### src/design/css_mul.sv
// Registered 32x32 multiplier used for wide products in 32-bit pieces.
module css_mul (
   input  logic        clock,
   input  logic [31:0] mul_a,
   input  logic [31:0] mul_b,
   output logic [63:0] mul_p
);
   logic [63:0] p_ff, p_in;
   assign p_in = {32'd0, mul_a} * {32'd0, mul_b};
   always_ff @(posedge clock) begin
      p_ff <= p_in;
   end
   assign mul_p = p_ff;
endmodule

### config.mk
export PLATFORM = sky130hd
export DESIGN_NAME = css_mul
export DESIGN_NICKNAME = d
export VERILOG_FILES = /design/src/design/css_mul.sv
export SDC_FILE = /design/constraint.sdc
export NUM_CORES = 2
export LEC_CHECK = 0
export ABC_CLOCK_PERIOD_IN_PS = 19400
export BUFFER_PORTS_ARGS = -buffer_cell sky130_fd_sc_hd__buf_2
export CORE_MARGIN = 3
export CORE_UTILIZATION = 35
export CTS_CLUSTER_DIAMETER = 40
export DETAILED_ROUTE_END_ITERATION = 8
export SETUP_SLACK_MARGIN = 0.02
export SLEW_MARGIN = 20
export SYNTH_ARGS = -nofsm -noshare
export SYNTH_HDL_FRONTEND = slang
export SYNTH_SLANG_ARGS = --single-unit
### constraint.sdc
create_clock -name clock -period 19.4 [get_ports clock]
set_input_delay 0.97 -clock clock [delete_from_list [all_inputs] [get_ports clock]]
set_output_delay 0.97 -clock clock [all_outputs]
set_load 0.005 [all_outputs]
## Word level (Yosys, flattened, before mapping)

Cells that the tools add are included.

| word-level totals | value |
|---|---|
| register bits | 64 |
| input port bits | 65 |
| logic and storage cells | 2 |

| cells by class | value |
|---|---|
| multipliers | 1 |

Operators with widths:

| cell | number |
|---|---|
| $mul A32 B32 Y64 | 1 |

## Logic depth before layout (Yosys ltp)

| depth | value |
|---|---|
| depth after elaboration | 1 |
| depth in mapped cells | 29 |
| depth with buffers taken out | 27 |

## Worst setup path after synthesis

No wires, ideal clock.

| path | value |
|---|---|
| path type | input -> register |
| start point | input port mul_a[25] |
| end point | register p_ff[62] (netlist: mul_p[62]) |
| arrival | 7.646 ns |
| data required time | 19.328 ns |
| path slack | 11.682 ns |
| stages | 25 |
| path buffers | 2 |
| path through | clkbuf_1 nand2_1 fa_1 inv_1 fa_1 inv_1 fa_1 inv_1 fa_1 fa_1 fa_1 fa_1 inv_1 fa_1 inv_1 ha_1 buf_2 nand4_1 or4_1 or3_1 a31oi_1 a31o_2 a211oi_1 o21ai_1 xor2_1 |

| between the ends | value |
|---|---|
| cells in the longest elaborated chain, start to end | 1 |

RTL lines:

| what | line | source |
|---|---|---|
| from (decl) | 4 | `input logic [31:0] mul_a,` |
| $mul A32 B32 Y64 | 9 | `assign p_in = {32'd0, mul_a} * {32'd0, mul_b};` |
| net p_in[62] | 8 | `logic [63:0] p_ff, p_in;` |
| to (signal assigned) | 11 | `p_ff <= p_in;` |
| to (decl) | 8 |  |

The timed path passes the listed nets, and every way through them passes these cells.

## Worst setup path in the final report

| path | value |
|---|---|
| start point | input port mul_b[8] |
| end point | register p_ff[62] (netlist: mul_p[62]) |

| between the ends | value |
|---|---|
| cells in the longest elaborated chain, start to end | 1 |

RTL lines:

| what | line | source |
|---|---|---|
| from (decl) | 5 | `input logic [31:0] mul_b,` |
| $mul A32 B32 Y64 | 9 |  |
| net p_in[62] | 8 |  |

The timed path passes the listed nets, and every way through them passes these cells.

==> results.py <==
metrics = {
    "run_status": {
        "status": "finished clean",
    },
    "worst_setup_path": {
        "cp.arrival_ns": 8.95,
        "crit_path_top_delay_cell": "fa_1",
        "crit_path_start_kind": "input port",
        "path_cells": "buf_2, nand2_1, fa_1, inv_1, fa_1, inv_1, fa_1, inv_1, fa_1, fa_1, fa_1, fa_1, inv_1, fa_1, inv_1, ha_1, nand4_1, or4_1, or3_1, a31oi_1, a31o_2, a211oi_1, o21ai_1, xor2_1",
        "crit_family": "adder cells",
        "cp-end-kind": "register",
        "cpMostUsedCell": "fa_1",
        "slowest_delay_ns": 0.60,
        "crit_type": "in -> reg",
        "cp_data_required_time_ns": 19.69,
        "crit_path_max_fanout": 32,
        "cp.buffers_inverters": 6,
        "cp.depth": 24,
    },
    "timing": {
        "max_freq_ghz": 0.115,
        "finalSetupTns_ns": 0,
        "setup_viol": 0,
        "final.min_clock_period_ns": 8.66,
        "hold_viol": 0,
        "hold_slack_ns": 1.27,
        "slew_violations": 0,
        "worst_slew_pin_slew_ns": 0.843,
        "relSlewSlack": 0.438,
        "rsz0062_at_grt": "false",
        "min_period_over_period": 0.446,
    },
    "route": {
        "vias": 24400,
        "routed_via_density": 4.91,
        "wl_per_cell_um": 18.7,
        "drt_iter0_markers": 1296,
        "drc": 0,
        "drt_wl_total_um": 92800,
        "drt_pass1_iterations": 5,
        "postRouteAntennaNets": 0,
    },
    "layout": {
        "final_common_cell": "fa_1",
        "finalNonFillerCells": 4962,
        "largest_reg_flops": 64,
        "finalCoreUtilization": 0.374,
        "drive_above_1_share": 0.0440,
        "fillerInstances": 9987,
        "mostFrequentLayoutCells": "fa_1, inv_1, and2_1",
        "syn_to_final_growth_pct": 5.09,
        "fin_nets": 4902,
    },
    "synth": {
        "yosys-mux-area-fraction": 0.000289,
        "yosys.area.top_type": "fa_1",
        "synth_area_per_cell_um2": 9.21,
        "synth_compound_area_frac": 0.0392,
        "ys_types": 56,
        "synth_top_family_by_area": "adder cells",
        "synth_xor_area_frac": 0.0149,
        "netlist_area_mm2": 0.0346,
        "synth.area.top_cells": "fa_1, and2_1, ha_1, inv_1, nand2_1",
        "ys_seq_area_frac": 0.0370,
        "synthSimpleGateAreaFrac": 0.177,
        "yosysTopAreaCellShare": 0.518,
        "synth-warning-count": 0,
        "synth_edf_count": 0,
        "synthAdderAreaFrac": 0.613,
        "ys_seq_elements": 64,
        "syn-num-nets": 4982,
        "netlist_instances": 3758,
        "ys.flop_type": "dfxtp_1",
        "async_reset_ff_frac": 0,
    },
    "clock_tree": {
        "cts_htree_levels": 3,
        "postCtsSetupRepairBufs": 0,
        "hold_buffers": 0,
        "cts_buffer_depth": 2,
        "path_clk_slew_ns": 0.06,
        "clk_root_buffer_cell": "clkbuf_16",
        "cts_tree": "done",
        "clock-sinks": 64,
        "post_cts_resized": 0,
        "cts_made_buffers": 9,
    },
    "place": {
        "gp_congestion": 0.850,
        "io_buffers": 128,
        "dpl.cell_count": 4943,
        "hpwl_um": 76000,
    },
    "min_path": {
        "hold_end": "mul_p[0]",
        "holdPathStages": 2,
        "hold_class": "in -> reg",
        "hp-start": "mul_a[0]",
    },
    "global_routing": {
        "grt_pass1_vias": 27200,
        "grt_pass1_wl_um": 151000,
        "antenna_found_initial": 7,
        "grt_overflow": 0,
        "grt_max_degree": 33,
        "grt.total_usage": 0.189,
    },
    "floorplanning": {
        "pin_count": 129,
        "core_area_mm2": 0.0974,
        "dieHeight_um": 321,
        "die_area_mm2": 0.103,
        "start_util": 0.355,
        "die_x_um": 321,
        "std_cell_rows": 114,
    },
    "run": {
        "max-cap-violations": 0,
    },
}
routing by layer:
metal / GRT usage / up-vias / share of wire
li1: - / 10700 / -
met1: 0.224 / 12900 / 0.38
met3: 0.0236 / 188 / 0.041
met4: 0.0718 / 2 / 0.045
met2: 0.347 / 587 / 0.53
met5: 0 / - / 0.00014
stage by stage:
stage | instance area (um2) | setup slack (ns)
6_report | 36400 | 10.74
5_1_grt | 36400 | 10.48
4_1_cts | 36400 | 10.86
3_5_place_dp | 36100 | 10.48
3_3_place_gp | 36100 | 10.58
2_1_floorplan | 34600 | 11.68
cells by family after synthesis:
| group | after synthesis |
|---|---|
| compound gates | 205 |
| xor+xnor | 59 |
| fa+ha+maj | 1159 |
| buf+inv | 1090 |
| flops | 64 |
| mux | 1 |
| simple gates | 1180 |
worst max-delay path by stage:
stage | startpoint | endpoint
2_1_floorplan | mul_a[25] | mul_p[62]
3_3_place_gp | mul_a[22] | mul_p[62]
3_5_place_dp | mul_a[22] | mul_p[62]
4_1_cts | mul_a[22] | mul_p[62]
5_1_grt | mul_a[21] | mul_p[62]
6_report | mul_b[8] | mul_p[62]
synth_stat cells, drive strengths merged (4+ instances only):
cell / number
fa: 896
o21a: 8
a31oi: 12
xnor2: 33
o21bai: 10
nand2: 478
a21o: 37
nor3: 5
and4: 4
a21oi: 70
buf: 11
nand4: 24
o21ai: 30
or2: 4
inv: 863
xor2: 26
dfxtp: 64
and2: 603
ha: 263
clkbuf: 216
nor2: 21
a221o: 4
a211oi: 4
or3: 5
nand3: 12
and3: 14
layout make-up:
class	instances	area, um2	share of cell area
Multi-Input combinational cell	2604	29200	0.804
Inverter	863	3240	0.0890
Tap cell	1276	1600	0.0439
Sequential cell	64	1280	0.0352
Timing Repair Buffer	136	701	0.0193
Clock buffer	10	229	0.00629
Clock inverter	6	92.6	0.00254
Antenna cell	3	7.51	0.000206
Power is left out: the tool's default activity adds up to more than one toggle a clock period on the data nets, which glitch-free logic cannot reach.
