<file path="config.mk">
export PLATFORM = sky130hd
export DESIGN_NAME = css_divsqrt
export DESIGN_NICKNAME = d
export VERILOG_FILES = /design/src/design/css_pkg.sv /design/src/design/css_divsqrt.sv
export SDC_FILE = /design/constraint.sdc
export NUM_CORES = 1
export LEC_CHECK = 0
export BUFFER_PORTS_ARGS = -buffer_cell sky130_fd_sc_hd__buf_2
export CAP_MARGIN = 0
export CORE_MARGIN = 2
export CORE_UTILIZATION = 50
export CTS_CLUSTER_DIAMETER = 50
export DETAILED_ROUTE_END_ITERATION = 10
export PLACE_DENSITY = 0.67
export SKIP_CTS_REPAIR_TIMING = 1
export SLEW_MARGIN = 0
export SYNTH_ARGS = -nofsm -noshare
export SYNTH_HDL_FRONTEND = slang
export SYNTH_SLANG_ARGS = --single-unit
export TNS_END_PERCENT = 20
</file>
<file path="constraint.sdc">
create_clock -name clock -period 5.2 [get_ports clock]
set_input_delay 0.78 -clock clock [delete_from_list [all_inputs] [get_ports clock]]
set_output_delay 0.78 -clock clock [all_outputs]
set_load 0.01 [all_outputs]
</file>
<file path="src/design/css_pkg.sv">
// Shared constants and types for the curvature statistics core.
package css_pkg;
   localparam int SampleBits = 16;
   localparam logic [16:0] MaxSamples = 17'd65536;
   localparam logic [62:0] ValMask = {63{1'b1}};

   localparam logic [2:0] MET_MEAN     = 3'd0;
   localparam logic [2:0] MET_MAX      = 3'd1;
   localparam logic [2:0] MET_MIN      = 3'd2;
   localparam logic [2:0] MET_VARIANCE = 3'd3;
   localparam logic [2:0] MET_STDDEV   = 3'd4;
   localparam logic [2:0] MET_TOTAL    = 3'd5;
   localparam logic [2:0] MET_ENERGY   = 3'd6;
   localparam logic [2:0] MET_RANGE    = 3'd7;

   // command to the shared unit
   typedef struct packed {
      logic         start;
      logic         is_sqrt;
      logic [127:0] num;
      logic [63:0]  den;
   } op_req_type;

   typedef struct packed {
      logic         done;
      logic [127:0] quo;
   } op_rsp_type;
endpackage

</file>
<file path="src/design/css_divsqrt.sv">
// Shared bit-serial unit: 128/64 restoring divide or 128-bit floor square root.
module css_divsqrt (
   input  logic                clock,
   input  logic                reset,
   input  css_pkg::op_req_type op_req,
   output css_pkg::op_rsp_type op_rsp
);
   logic         busy_ff, busy_in;
   logic         sq_ff, sq_in;
   logic [6:0]   cnt_ff, cnt_in;
   logic [127:0] x_ff, x_in;
   logic [64:0]  r_ff, r_in;
   logic [63:0]  d_ff, d_in;
   logic [127:0] q_ff, q_in;
   logic [65:0]  sr_ff, sr_in;
   logic         done_ff, done_in;
   logic [64:0]  rs;
   logic [65:0]  sr_shift;
   logic [65:0]  trial;

   always_comb begin
      busy_in = busy_ff;
      sq_in   = sq_ff;
      cnt_in  = cnt_ff;
      x_in    = x_ff;
      r_in    = r_ff;
      d_in    = d_ff;
      q_in    = q_ff;
      sr_in   = sr_ff;
      done_in = 1'b0;
      rs       = {r_ff[63:0], x_ff[127]};
      sr_shift = {sr_ff[63:0], x_ff[127:126]};
      trial    = {q_ff[63:0], 2'b01};
      if (op_req.start) begin
         busy_in = 1'b1;
         sq_in   = op_req.is_sqrt;
         cnt_in  = 7'd0;
         x_in    = op_req.num;
         r_in    = '0;
         d_in    = op_req.den;
         q_in    = '0;
         sr_in   = '0;
      end else if (busy_ff) begin
         if (sq_ff) begin
            // one result bit from two radicand bits
            x_in = {x_ff[125:0], 2'b00};
            if (sr_shift >= trial) begin
               sr_in = sr_shift - trial;
               q_in  = {q_ff[126:0], 1'b1};
            end else begin
               sr_in = sr_shift;
               q_in  = {q_ff[126:0], 1'b0};
            end
            if (cnt_ff == 7'd63) begin
               busy_in = 1'b0;
               done_in = 1'b1;
            end
         end else begin
            x_in = {x_ff[126:0], 1'b0};
            if (rs >= {1'b0, d_ff}) begin
               r_in = rs - {1'b0, d_ff};
               q_in = {q_ff[126:0], 1'b1};
            end else begin
               r_in = rs;
               q_in = {q_ff[126:0], 1'b0};
            end
            if (cnt_ff == 7'd127) begin
               busy_in = 1'b0;
               done_in = 1'b1;
            end
         end
         cnt_in = cnt_ff + 7'd1;
      end
   end

   always_ff @(posedge clock) begin
      if (reset) begin
         busy_ff <= 1'b0;
         done_ff <= 1'b0;
      end else begin
         busy_ff <= busy_in;
         done_ff <= done_in;
      end
      sq_ff  <= sq_in;
      cnt_ff <= cnt_in;
      x_ff   <= x_in;
      r_ff   <= r_in;
      d_ff   <= d_in;
      q_ff   <= q_in;
      sr_ff  <= sr_in;
   end

   assign op_rsp.done = done_ff;
   assign op_rsp.quo  = q_ff;
endmodule

</file>
; ---- Yosys cells after proc, flatten, opt, wreduce, memory -nomap -nowiden
; Cells that the tools add are included.
[word_totals]
ff_bits = 458
input_bits = 196
out_inout_bits = 129
word_cells = 38
[classes]
n_addsub = 3
magnitude_cmp = 2
n_eq_ne = 2
mux = 16
bitwise = 2
reduce_logical = 4
[ops]
columns = operator, count
row1 = $mux W128, 3
row2 = $mux W64, 2
row3 = $sub A64 B64 Y64, 2
row4 = $ge A66 B66 Y1, 1
row5 = $ge A65 B64 Y1, 1
row6 = $mux W1, 11
row7 = $add A7 B1 Y7 const B, 1
row8 = $eq A7 B6 Y1 const B, 1
row9 = $eq A7 B7 Y1 const B, 1
row10 = $reduce_and A2 Y1, 2
row11 = $reduce_or A3 Y1, 1
row12 = $not A1 Y1, 2
row13 = $reduce_bool A2 Y1, 1

; ---- Logic depth before layout (Yosys ltp)
; Gate-level depths: netlist of run 1.
[depth]
word_depth = 5
depth_mapped = 17
mapped_depth_nobuf = 15

; ---- Worst setup path before layout of run 1
; No wires, ideal clock.
[synth_timing]
kind = input to register
from = input op_req[193] in the netlist's numbering
to = register x_ff[0], enable pin
setup_time_ns = 0.481
arrival_ns = 3.885
t_required_ns = 4.719
path_slack_ns = 0.833
stages = 4
n_path_buf = 2
path_cell_list = clkbuf_1 clkbuf_1 nor2_1 inv_1
[synth_via]
elab_chain_cells = 1
[synth_lines]
columns = element, line
row1 = "start, declared", css_divsqrt.sv:5  ; input css_pkg::op_req_type op_req,
row2 = $reduce_bool A2 Y1 (no source line), --
row3 = "end signal, assigned", css_divsqrt.sv:86  ; x_ff <= x_in;
row4 = "end, declared", css_divsqrt.sv:11  ; logic [127:0] x_ff, x_in;
; Every way passes these cells.
; A chain may end at the register's enable or synchronous reset.

; ---- Worst setup path in the final report of run 1
[layout_timing]
from = register x_ff[127]
to = register r_ff[62]
[layout_via]
elab_chain_cells = 2
elab_cells_between_ends = 3
classes_between = add/sub: 1 / order compare: 1 / mux: 1
[layout_lines]
columns = element, line
row1 = $sub A64 B64 Y64 or $ge A65 B64 Y1 (tied branches), "css_divsqrt.sv:61, css_divsqrt.sv:60"
row2 = $mux W64 *, css_divsqrt.sv:60  ; if (rs >= {1'b0, d_ff}) begin
row3 = "end signal, assigned", css_divsqrt.sv:87  ; r_ff <= r_in;
row4 = "end, declared", css_divsqrt.sv:12  ; logic [64:0] r_ff, r_in;
; Mark *: on every way between the ends. The rest lies on a longest branch, timed or not.

==> flow_metrics.env, run 1 <==
export IMPL_status="complete, no violations"
export IMPL_worstMarginPinSlew_ps=1080
export IMPL_routedWlPerCell_microns=17.3
export IMPL_root_buffer="clkbuf_16"
export IMPL_h_tree_depth=2
export IMPL_whs_ps=334
export IMPL_hold_viol=0
export IMPL_via_per_inst=5.67
export IMPL_irDropWorstVdd_mv=0.315
export IMPL_grtUsageMet3=0.0308
export IMPL_fp_dieArea_sq_um=56100
export IMPL_syn_area_per_cell_sq_um=8.88
export IMPL_drtIter0Drc=1264
export IMPL_fin_nets=3587
export IMPL_yosys_area_top_type="edfxtp_1"
export IMPL_start_util=0.505
export IMPL_path_clk_slew_ps=60
export IMPL_core_area_sq_um=53700
export IMPL_hpwl_microns=49800
export IMPL_areaGrowthSynthToFinish_pct=13.8
export IMPL_regToRegSetupSlack_ps=900
export IMPL_async_flop_share=0
export IMPL_place_congestion=0.954
export IMPL_critPathMaxFanout=4
export IMPL_grt_use_met1=0.310
export IMPL_synthFlopType="dfxtp_1"
export IMPL_drt_total_wl_microns=69100
export IMPL_seq_area_frac_synth=0.409
export IMPL_num_io_pins=325
export IMPL_critPathKind="register to register"
export IMPL_io_buffers=324
export IMPL_yosysUniqueCellTypes=90
export IMPL_synth_edf_count=193
export IMPL_rsz0062_at_grt="no"
export IMPL_drive_gt1_frac=0.155
export IMPL_die_y_microns=237
export IMPL_fin_setup_tns_ps=0
export IMPL_cp_data_arrival_time_ps=4830
export IMPL_drc=0
export IMPL_grt_overflow_total=0
export IMPL_grt_pass1_vias=22072
export IMPL_worstSkewPairLatency_ps=620
export IMPL_syn_num_nets=3385
export IMPL_yosysTopAreaCellShare=0.214
export IMPL_slew_violations=0
export IMPL_leakagePower_uw=0.0134
export IMPL_max_slew_margin_rel=0.282
export IMPL_syn_cell_area_sq_um=27100
export IMPL_rows=85
export IMPL_dr_total_vias=22695
export IMPL_postRouteAntennaNets=0
export IMPL_setup_violations=0
export IMPL_grt_pass1_wl_microns=111000
export IMPL_clockBufferDepth=3
export IMPL_fin_skew_ps=21.4
export IMPL_start_kind="register"
export IMPL_postSynthCellCount=3057
export IMPL_ys_top_cells_by_area="edfxtp_1 21%, dfxtp_1 20%, mux2i_1 9.7%"
export IMPL_grt_max_degree=285
export IMPL_power_density_nw_per_um2=367
export IMPL_grt_total_usage=0.237
export IMPL_met2_usage=0.408
export IMPL_yosysWarnings=0
export IMPL_die_x_microns=237
export IMPL_grt_busiest_layer="met2"
export IMPL_antenna_found_initial=6
export IMPL_detail_route_first_pass_iterations=5
export IMPL_final_fill_count=4842
export IMPL_period_share=0.827
export IMPL_synth_seq_cells=458
export IMPL_fmax_mhz=233
export IMPL_maxCapViolCount=0
export IMPL_cts_tree="built"
export IMPL_period_minus_slack_ps=4300
export IMPL_required_ps=5730
export IMPL_min_path_type="input pin to register"
export IMPL_critPathCaptureType="register"
export IMPL_numCtsBuffers=56
export IMPL_clock_sinks=458
==> placed cells by master (no fill, tap or decap), types with 7 or more instances in the layout <==
cell type and instances:
o21bai_1 32, nor2b_1 19, ha_1 131, o21a_1 15
buf_2 323, and3_1 15, a21oi_1 210, nand3_1 29
o21ai_0 234, nand2b_1 18, and4_1 8, nand4_1 50
a31oi_1 38, dfxtp_1 264, o211ai_1 19, o31ai_1 10
clkbuf_1 9, a211oi_1 54, a311oi_1 20, or3_1 12
buf_4 20, xnor2_1 60, clkinv_2 8, nor2_1 318
nand2_1 339, xor2_1 58, nor3_1 61, mux2i_1 262
o21ai_1 12, edfxtp_1 193, nand2_2 21, inv_1 160
and2_1 8, a21o_1 55, a311oi_2 20, o22ai_1 7
clkbuf_16 57, o211a_1 8, clkbuf_8 8
==> metrics by stage <==
step	setup slack [ps]	cells	power, uW	util	instance area, sq um
floorplan	833	3057	6690	-	27100
global placement	1050	3897	7320	0.539	28900
detailed placement	984	3897	7350	0.539	28900
CTS	972	4001	11400	0.575	30900
global route	545	4005	11900	0.575	30900
finish	900	4005	11300	0.575	30900
==> synthesized netlist by cell type, types with 10 or more instances <==
cell type,count
o211ai_1,19
nand4_1,50
dfxtp_1,265
o21ai_0,234
a311oi_2,20
mux2i_1,262
nand2_1,340
nor3_1,61
o31ai_1,10
a21o_1,55
or3_1,12
a211oi_1,54
a311oi_1,20
xor2_1,58
buf_2,29
nor2_1,318
clkbuf_1,133
buf_1,25
nand3_1,29
nand2b_1,18
nand2_2,20
xnor2_1,60
inv_1,161
o21ai_1,12
and3_1,15
edfxtp_1,193
ha_1,131
a31oi_1,38
o21a_1,15
o21bai_1,32
nor2b_1,20
a21oi_1,210
==> kinds of logic after synthesis <==
group | count (synthesis) | synth area share
multiplexers | 265 | 0.0979
buffers and inverters | 362 | 0.0553
adder cells (fa/ha/maj) | 132 | 0.0611
flip-flops | 458 | 0.409
AND/OR/NAND/NOR | 926 | 0.151
XOR/XNOR | 118 | 0.0381
AO/OA/AOI/OAI | 796 | 0.187
==> critical path: stages (launching register included) <==
cell and delay, ps:
edfxtp_1 430, inv_1 150, ha_1 210, inv_1 60, fa_1 420, a211oi_1 360, o21ai_0 170, o211ai_1 200
a211oi_1 140, a211oi_1 690, o31ai_2 180, a31oi_1 260, o21bai_1 160, a31oi_1 270, mux2_2 370, o22ai_1 150
==> state kept, by name, summed over array words and instances, names as in the netlist <==
register  cells
busy_ff       1
cnt_ff        7
d_ff         64
done_ff       1
q_ff        128
r_ff         64
sq_ff         1
sr_ff        64
x_ff        128
==> metal layers <==
metal	up-vias	share of wire
li1	11331	-
met1	10693	0.45
met2	536	0.48
met3	133	0.041
met4	2	0.030
met5	-	0.00014
==> report_power, final <==
part	internal [uW]	switching, uW
combinational	1210	1920
sequential	4040	166
clock	2370	1640
total	7620	3720
==> final cells by class <==
class | instances | area, sq um | share of cell area
antenna | 4 | 10.0 | 0.000324
clock buffer | 74 | 1570 | 0.0508
clock inverter | 30 | 364 | 0.0118
inverter | 161 | 607 | 0.0196
multi-input combinational | 2237 | 14600 | 0.471
sequential | 458 | 11100 | 0.360
tap | 696 | 871 | 0.0282
timing repair buffer | 345 | 1800 | 0.0583
==> worst paths after layout <==
kind / startpoint / end / depth (start not counted)
max: x_ff[127]$_DFFE_PP_ / r_ff[62]$_SDFFE_PP0P_ / 15
max reg2reg: x_ff[127]$_DFFE_PP_ / r_ff[62]$_SDFFE_PP0P_ / 15
min reg2reg: sr_ff[8]$_SDFFE_PP0P_ / sr_ff[8]$_SDFFE_PP0P_ / 2
min: op_req[30] / d_ff[30]$_DFFE_PP_ / 1
Power figures use the tool's default switching activity.
==> run 2, diff against run 1 <==
--- a/config.mk
+++ b/config.mk
@@ -11,7 +11,7 @@
 export CORE_UTILIZATION = 50
 export CTS_CLUSTER_DIAMETER = 50
 export DETAILED_ROUTE_END_ITERATION = 10
-export PLACE_DENSITY = 0.67
+export PLACE_DENSITY = 0.7
 export SKIP_CTS_REPAIR_TIMING = 1
 export SLEW_MARGIN = 0
 export SYNTH_ARGS = -nofsm -noshare
==> constraint.sdc (replaced) <==
create_clock -name clock -period 3.9 [get_ports clock]
set_input_delay 0.585 -clock clock [delete_from_list [all_inputs] [get_ports clock]]
set_output_delay 0.585 -clock clock [all_outputs]
set_load 0.01 [all_outputs]
==> run 2 against run 1 <==
Effect of this change: flip-flop and latch count unchanged; combinational power grew 43%; final cell count is 0.65% higher; cell area grew 0.85%; sequential share of layout area is 0.30 points lower; setup slack worse by 690 ps; core utilization up 0.49 points; critical path depth decreased by 1; total power grew 35%; hold slack worse by 200 ps; clock power rose by 31%; non-clock buffer count is 17 higher; largest cell class unchanged; largest power group unchanged.
==> flow_metrics.env, run 2 (synthesis results as in run 1) <==
export IMPL_h_tree_depth=2
export IMPL_period_share=0.946
export IMPL_fin_skew_ps=31.0
export IMPL_worstMarginPinSlew_ps=1090
export IMPL_slew_violations=0
export IMPL_fp_dieArea_sq_um=56100
export IMPL_hpwl_microns=50000
export IMPL_drtIter0Drc=1490
export IMPL_period_minus_slack_ps=3690
export IMPL_numCtsBuffers=57
export IMPL_fin_nets=3606
export IMPL_final_fill_count=4890
export IMPL_r2r_start="q_ff[1]$_SDFFE_PP0P_"
export IMPL_post_dp_cell_area_sq_um=29200
export IMPL_crit_start="q_ff[1]$_SDFFE_PP0P_"
export IMPL_max_slew_margin_rel=0.273
export IMPL_critPathMaxFanout=7
export IMPL_root_buffer="clkbuf_16"
export IMPL_die_y_microns=237
export IMPL_fin_area_sq_um=31100
export IMPL_via_per_inst=5.68
export IMPL_hold_viol=0
export IMPL_grt_pass1_wl_microns=113000
export IMPL_num_io_pins=325
export IMPL_leakagePower_uw=0.0135
export IMPL_utilization=0.580
export IMPL_critPathCaptureType="register"
export IMPL_cp_data_arrival_time_ps=4230
export IMPL_rsz0062_at_grt="yes"
export IMPL_areaGrowthSynthToFinish_pct=14.8
export IMPL_regToRegSetupSlack_ps=210
export IMPL_path_clk_slew_ps=60
export IMPL_fin_ws_ps=210
export IMPL_place_ws_ps=146
export IMPL_min_path_type="input pin to register"
export IMPL_reg_largest_list="q_ff: 128 flops, x_ff: 128 flops"
export IMPL_drc=0
export IMPL_grt_overflow_total=0
export IMPL_maxCapViolCount=0
export IMPL_drt_total_wl_microns=69800
export IMPL_postRouteAntennaNets=0
export IMPL_clockBufferDepth=3
export IMPL_layout_common_cells="339 x nand2_1, 323 x buf_2, 318 x nor2_1"
export IMPL_drive_gt1_frac=0.162
export IMPL_start_kind="register"
export IMPL_routedWlPerCell_microns=17.3
export IMPL_grt_max_degree=177
export IMPL_start_util=0.505
export IMPL_clock_sinks=458
export IMPL_critPathKind="register to register"
export IMPL_core_area_sq_um=53700
export IMPL_worstSkewPairLatency_ps=620
export IMPL_required_ps=4440
export IMPL_grt_total_usage=0.241
export IMPL_irDropWorstVdd_mv=0.378
export IMPL_cts_tree="built"
export IMPL_fmax_mhz=271
export IMPL_dr_total_vias=22896
export IMPL_place_congestion=0.931
export IMPL_detail_route_first_pass_iterations=5
export IMPL_die_x_microns=237
export IMPL_io_buffers=324
export IMPL_grt_pass1_vias=22221
export IMPL_layout_commonest_cell="nand2_1"
export IMPL_hp_start="op_req[42]"
export IMPL_status="complete, no violations"
export IMPL_power_density_nw_per_um2=492
export IMPL_rows=85
export IMPL_antenna_found_initial=11
export IMPL_setup_violations=0
-- run 2: cell count changes in the layout (fill, tap and decap cells not counted), moves of 3 or more --
| cell | previous run | this run |
|---|---|---|
| buf_12 | 1 | 11 |
| ha_2 | 0 | 4 |
| clkbuf_8 | 8 | 4 |
| buf_4 | 20 | 27 |
| clkinv_1 | 1 | 4 |
| diode_2 | 4 | 8 |
| ha_1 | 131 | 127 |
-- run 2: worst max-delay path: stages (launching register included) --
cell and delay (ps):
dfxtp_1 370, inv_1 60, ha_1 340, o21a_1 160
o31a_1 230, o211ai_1 180, o31ai_2 430, nand3b_1 250
a21oi_2 240, a211oi_2 150, o311a_4 430, buf_4 170
nor2_4 290, nand2_1 170, o21ai_1 150
-- run 2: final timing paths --
check                           endpoint  depth (start not counted)
setup / recovery  sr_ff[46]$_SDFFE_PP0P_                         14
hold / removal        d_ff[42]$_DFFE_PP_                          1
setup reg to reg  sr_ff[46]$_SDFFE_PP0P_                         14
hold reg to reg    sr_ff[0]$_SDFFE_PP0P_                          2
-- run 2: area by class of cell --
cell class	instances	area, sq um	area share
multi-input cells	2238	14600	0.469
well taps	696	871	0.0280
inverters	161	608	0.0195
flip-flops and latches	458	11100	0.357
diodes	8	20.0	0.000643
repair buffers	362	2050	0.0660
clock inverters	36	369	0.0119
clock buffers	72	1520	0.0489
-- run 2: per-stage QoR --
| step | TNS [ps] | total power [uW] | cells | hold slack, ps |
|---|---|---|---|---|
| detailed placement | 0 | 9970 | 3910 | 471 |
| global placement | 0 | 9910 | 3910 | 462 |
| global route | -4.39 | 16100 | 4031 | 103 |
| floorplan | 0 | 8920 | 3057 | 448 |
| finish | 0 | 15300 | 4031 | 130 |
| CTS | 0 | 15300 | 4018 | 97.4 |
-- run 2: where the power goes --
group | switching [uW] | total (uW) | leakage (uW) | internal, uW
clock | 2170 | 5250 | 0.000929 | 3070
combinational | 2660 | 4480 | 0.00843 | 1820
sequential | 214 | 5600 | 0.00410 | 5380
total | 5040 | 15300 | 0.0135 | 10300
-- run 2: routing by layer --
layer | vias to the layer above | routed length, microns | GRT usage
li1 | 11386 | - | -
met1 | 10805 | 30900 | 0.311
met2 | 570 | 33800 | 0.412
met3 | 131 | 3150 | 0.0322
met4 | 4 | 2010 | 0.0905
met5 | - | 21 | 0
==> run 3, diff against run 2 <==
--- a/config.mk
+++ b/config.mk
@@ -11,7 +11,7 @@
 export CORE_UTILIZATION = 50
 export CTS_CLUSTER_DIAMETER = 50
 export DETAILED_ROUTE_END_ITERATION = 10
-export PLACE_DENSITY = 0.7
+export PLACE_DENSITY_LB_ADDON = 0.1
 export SKIP_CTS_REPAIR_TIMING = 1
 export SLEW_MARGIN = 0
 export SYNTH_ARGS = -nofsm -noshare
==> run 3 against run 2 <==
Effect of this change: cell area grew 0.28%; maximum frequency shrank 0.93%; clock skew shrank 9.5 ps; global-route usage about the same; core utilization rose by 0.16 points; critical endpoint is now sr_ff[11]$_SDFFE_PP0P_; hold slack improved by 1.7 ps; sequential power barely moved; final cell count increased by 0.20%; count of clock-buffer cells in the layout increased by 10; critical path type unchanged; highest routed layer is now met4; register-to-register slack worse by 30 ps; non-clock buffer count up 2.
==> flow_metrics.env, run 3 (synthesis results as in run 1) <==
export IMPL_postRouteAntennaNets=0
export IMPL_final_fill_count=4823
export IMPL_setup_violations=0
export IMPL_path_delay_family="compound AO/OA/AOI/OAI gates"
export IMPL_drc=0
export IMPL_detail_route_first_pass_iterations=5
export IMPL_critPathBufInv=2
export IMPL_power_density_nw_per_um2=492
export IMPL_required_ps=4370
export IMPL_via_per_inst=5.70
export IMPL_max_slew_margin_rel=0.381
export IMPL_crit_chain="inv_1, ha_1, and2b_1, o31a_1, o211ai_1, o31ai_4, nand3b_1, a21oi_2, a211oi_2, o311a_4, buf_12, nor2_1, a211oi_1, nor3_1"
export IMPL_p_int_uw=10400
export IMPL_fmax_mhz=269
export IMPL_fin_ws_ps=176
export IMPL_grt_total_usage=0.241
export IMPL_hp_start="op_req[47]"
export IMPL_io_buffers=324
export IMPL_numCtsBuffers=59
export IMPL_power_total_uw=15400
export IMPL_fin_skew_ps=21.5
export IMPL_cts_tree="built"
export IMPL_drive_gt1_frac=0.161
export IMPL_dr_total_vias=23007
export IMPL_hold_depth=1
export IMPL_areaGrowthSynthToFinish_pct=15.1
export IMPL_start_util=0.505
export IMPL_die_y_microns=237
export IMPL_fin_nets=3609
export IMPL_critPathCaptureType="register"
export IMPL_r2r_end="sr_ff[11]$_SDFFE_PP0P_"
export IMPL_core_area_sq_um=53700
export IMPL_drtIter0Drc=1515
export IMPL_p_seq_frac=0.364
export IMPL_power_frac_comb=0.282
export IMPL_p_sw_frac=0.327
export IMPL_pwr_share_clk=0.354
export IMPL_root_buffer="clkbuf_16"
export IMPL_grt_pass1_vias=21683
export IMPL_grt_max_degree=185
export IMPL_num_io_pins=325
export IMPL_drt_total_wl_microns=70000
export IMPL_period_minus_slack_ps=3720
export IMPL_p_switching_uw=5030
export IMPL_layout_commonest_cell="nand2_1"
export IMPL_fin_cells=4039
export IMPL_grt_pass1_wl_microns=112000
export IMPL_r2r_start="q_ff[0]$_SDFFE_PP0P_"
export IMPL_critPathKind="register to register"
export IMPL_grt_overflow_total=0
export IMPL_reg2reg_depth=14
export IMPL_maxCapViolCount=0
export IMPL_utilization=0.582
export IMPL_status="complete, no violations"
export IMPL_place_congestion=0.940
export IMPL_leakagePower_uw=0.0135
export IMPL_period_share=0.955
export IMPL_irDropWorstVdd_mv=0.331
export IMPL_reg_largest_list="q_ff: 128 flops, x_ff: 128 flops"
export IMPL_die_x_microns=237
export IMPL_min_path_type="input pin to register"
export IMPL_start_kind="register"
export IMPL_regToRegSetupSlack_ps=180
export IMPL_rows=85
export IMPL_cp_data_arrival_time_ps=4190
export IMPL_path_clk_slew_ps=60
export IMPL_antenna_found_initial=9
export IMPL_slowest_stage="o311a_4"
export IMPL_layout_common_cells="339 x nand2_1, 323 x buf_2, 318 x nor2_1"
export IMPL_hpwl_microns=49900
export IMPL_critPathMaxFanout=40
export IMPL_clock_sinks=458
export IMPL_worstMarginPinSlew_ps=929
export IMPL_routedWlPerCell_microns=17.3
export IMPL_h_tree_depth=2
export IMPL_slew_violations=0
export IMPL_hold_viol=0
export IMPL_min_to="d_ff[47]$_DFFE_PP_"
export IMPL_max_stage_delay_ps=410
export IMPL_worstSkewPairLatency_ps=630
export IMPL_place_ws_ps=219
export IMPL_clockBufferDepth=3
export IMPL_place_inst=3916
export IMPL_fp_dieArea_sq_um=56100
==> run 3: cell count changes in the layout (fill, tap and decap cells not counted), moves of 2 or more <==
cell       delta
clkinv_1      -3
ha_1          +2
clkbuf_8      +2
inv_4         -2
diode_2       +3
ha_2          -2
clkbuf_16     +4
clkinv_8      -2
inv_8         +2
clkbuf_1      +4
buf_4         +3
==> run 3: worst register-to-register path: stages, from the launching register on <==
cell      delay (ps)
dfxtp_1          380
inv_1             60
ha_1             330
and2b_1          200
o31a_1           300
o211ai_1         380
o31ai_4          140
nand3b_1         230
a21oi_2          100
a211oi_2         360
o311a_4          410
buf_12           270
nor2_1            80
a211oi_1         240
nor3_1            90
==> run 3: metrics by stage <==
step | instance area, sq um | TNS [ps] | hold WS [ps]
after floorplan | 27100 | 0 | 448
after global placement | 29200 | 0 | 462
after detailed placement | 29200 | 0 | 473
after CTS | 31200 | 0 | 95.6
after global routing | 31200 | -61.0 | 104
final | 31200 | 0 | 131
==> run 3: final cells by class <==
class,instances,area [sq um],share of cell area
Antenna cell,11,27.5,0.000881
Clock buffer,82,1670,0.0533
Timing Repair Buffer,364,2060,0.0659
Inverter,161,608,0.0195
Clock inverter,30,318,0.0102
Multi-Input combinational cell,2237,14600,0.467
Tap cell,696,871,0.0279
Sequential cell,458,11100,0.356
==> run 3: metal layers <==
metal,share of wire,GRT usage
met1,0.46,0.326
met2,0.46,0.390
met3,0.053,0.0382
met4,0.034,0.0875
met5,0,0
==> run 3: power groups by stage <==
stage / logic [uW] / registers, uW / clock network, uW
6_report: 4340 / 5600 / 5440
2_1_floorplan: 3310 / 5620 / 0
4_1_cts: 4280 / 5600 / 5590
3_3_place_gp: 4230 / 5680 / 0
3_5_place_dp: 4250 / 5700 / 0
5_1_grt: 4800 / 5640 / 5780
==> run 3: worst max-delay path by stage <==
| stage | startpoint | to | slack [ps] | depth (start not counted) |
|---|---|---|---|---|
| after floorplan | op_req[193] | x_ff[0]$_SDFFCE_PN0P_ | 400 | 4 |
| after global placement | x_ff[126]$_DFFE_PP_ | sr_ff[63]$_SDFFE_PP0P_ | 290 | 13 |
| after detailed placement | x_ff[126]$_DFFE_PP_ | sr_ff[46]$_SDFFE_PP0P_ | 220 | 13 |
| after CTS | x_ff[126]$_DFFE_PP_ | sr_ff[46]$_SDFFE_PP0P_ | 180 | 13 |
| after global routing | q_ff[0]$_SDFFE_PP0P_ | sr_ff[11]$_SDFFE_PP0P_ | -10 | 14 |
| final | q_ff[0]$_SDFFE_PP0P_ | sr_ff[11]$_SDFFE_PP0P_ | 180 | 14 |
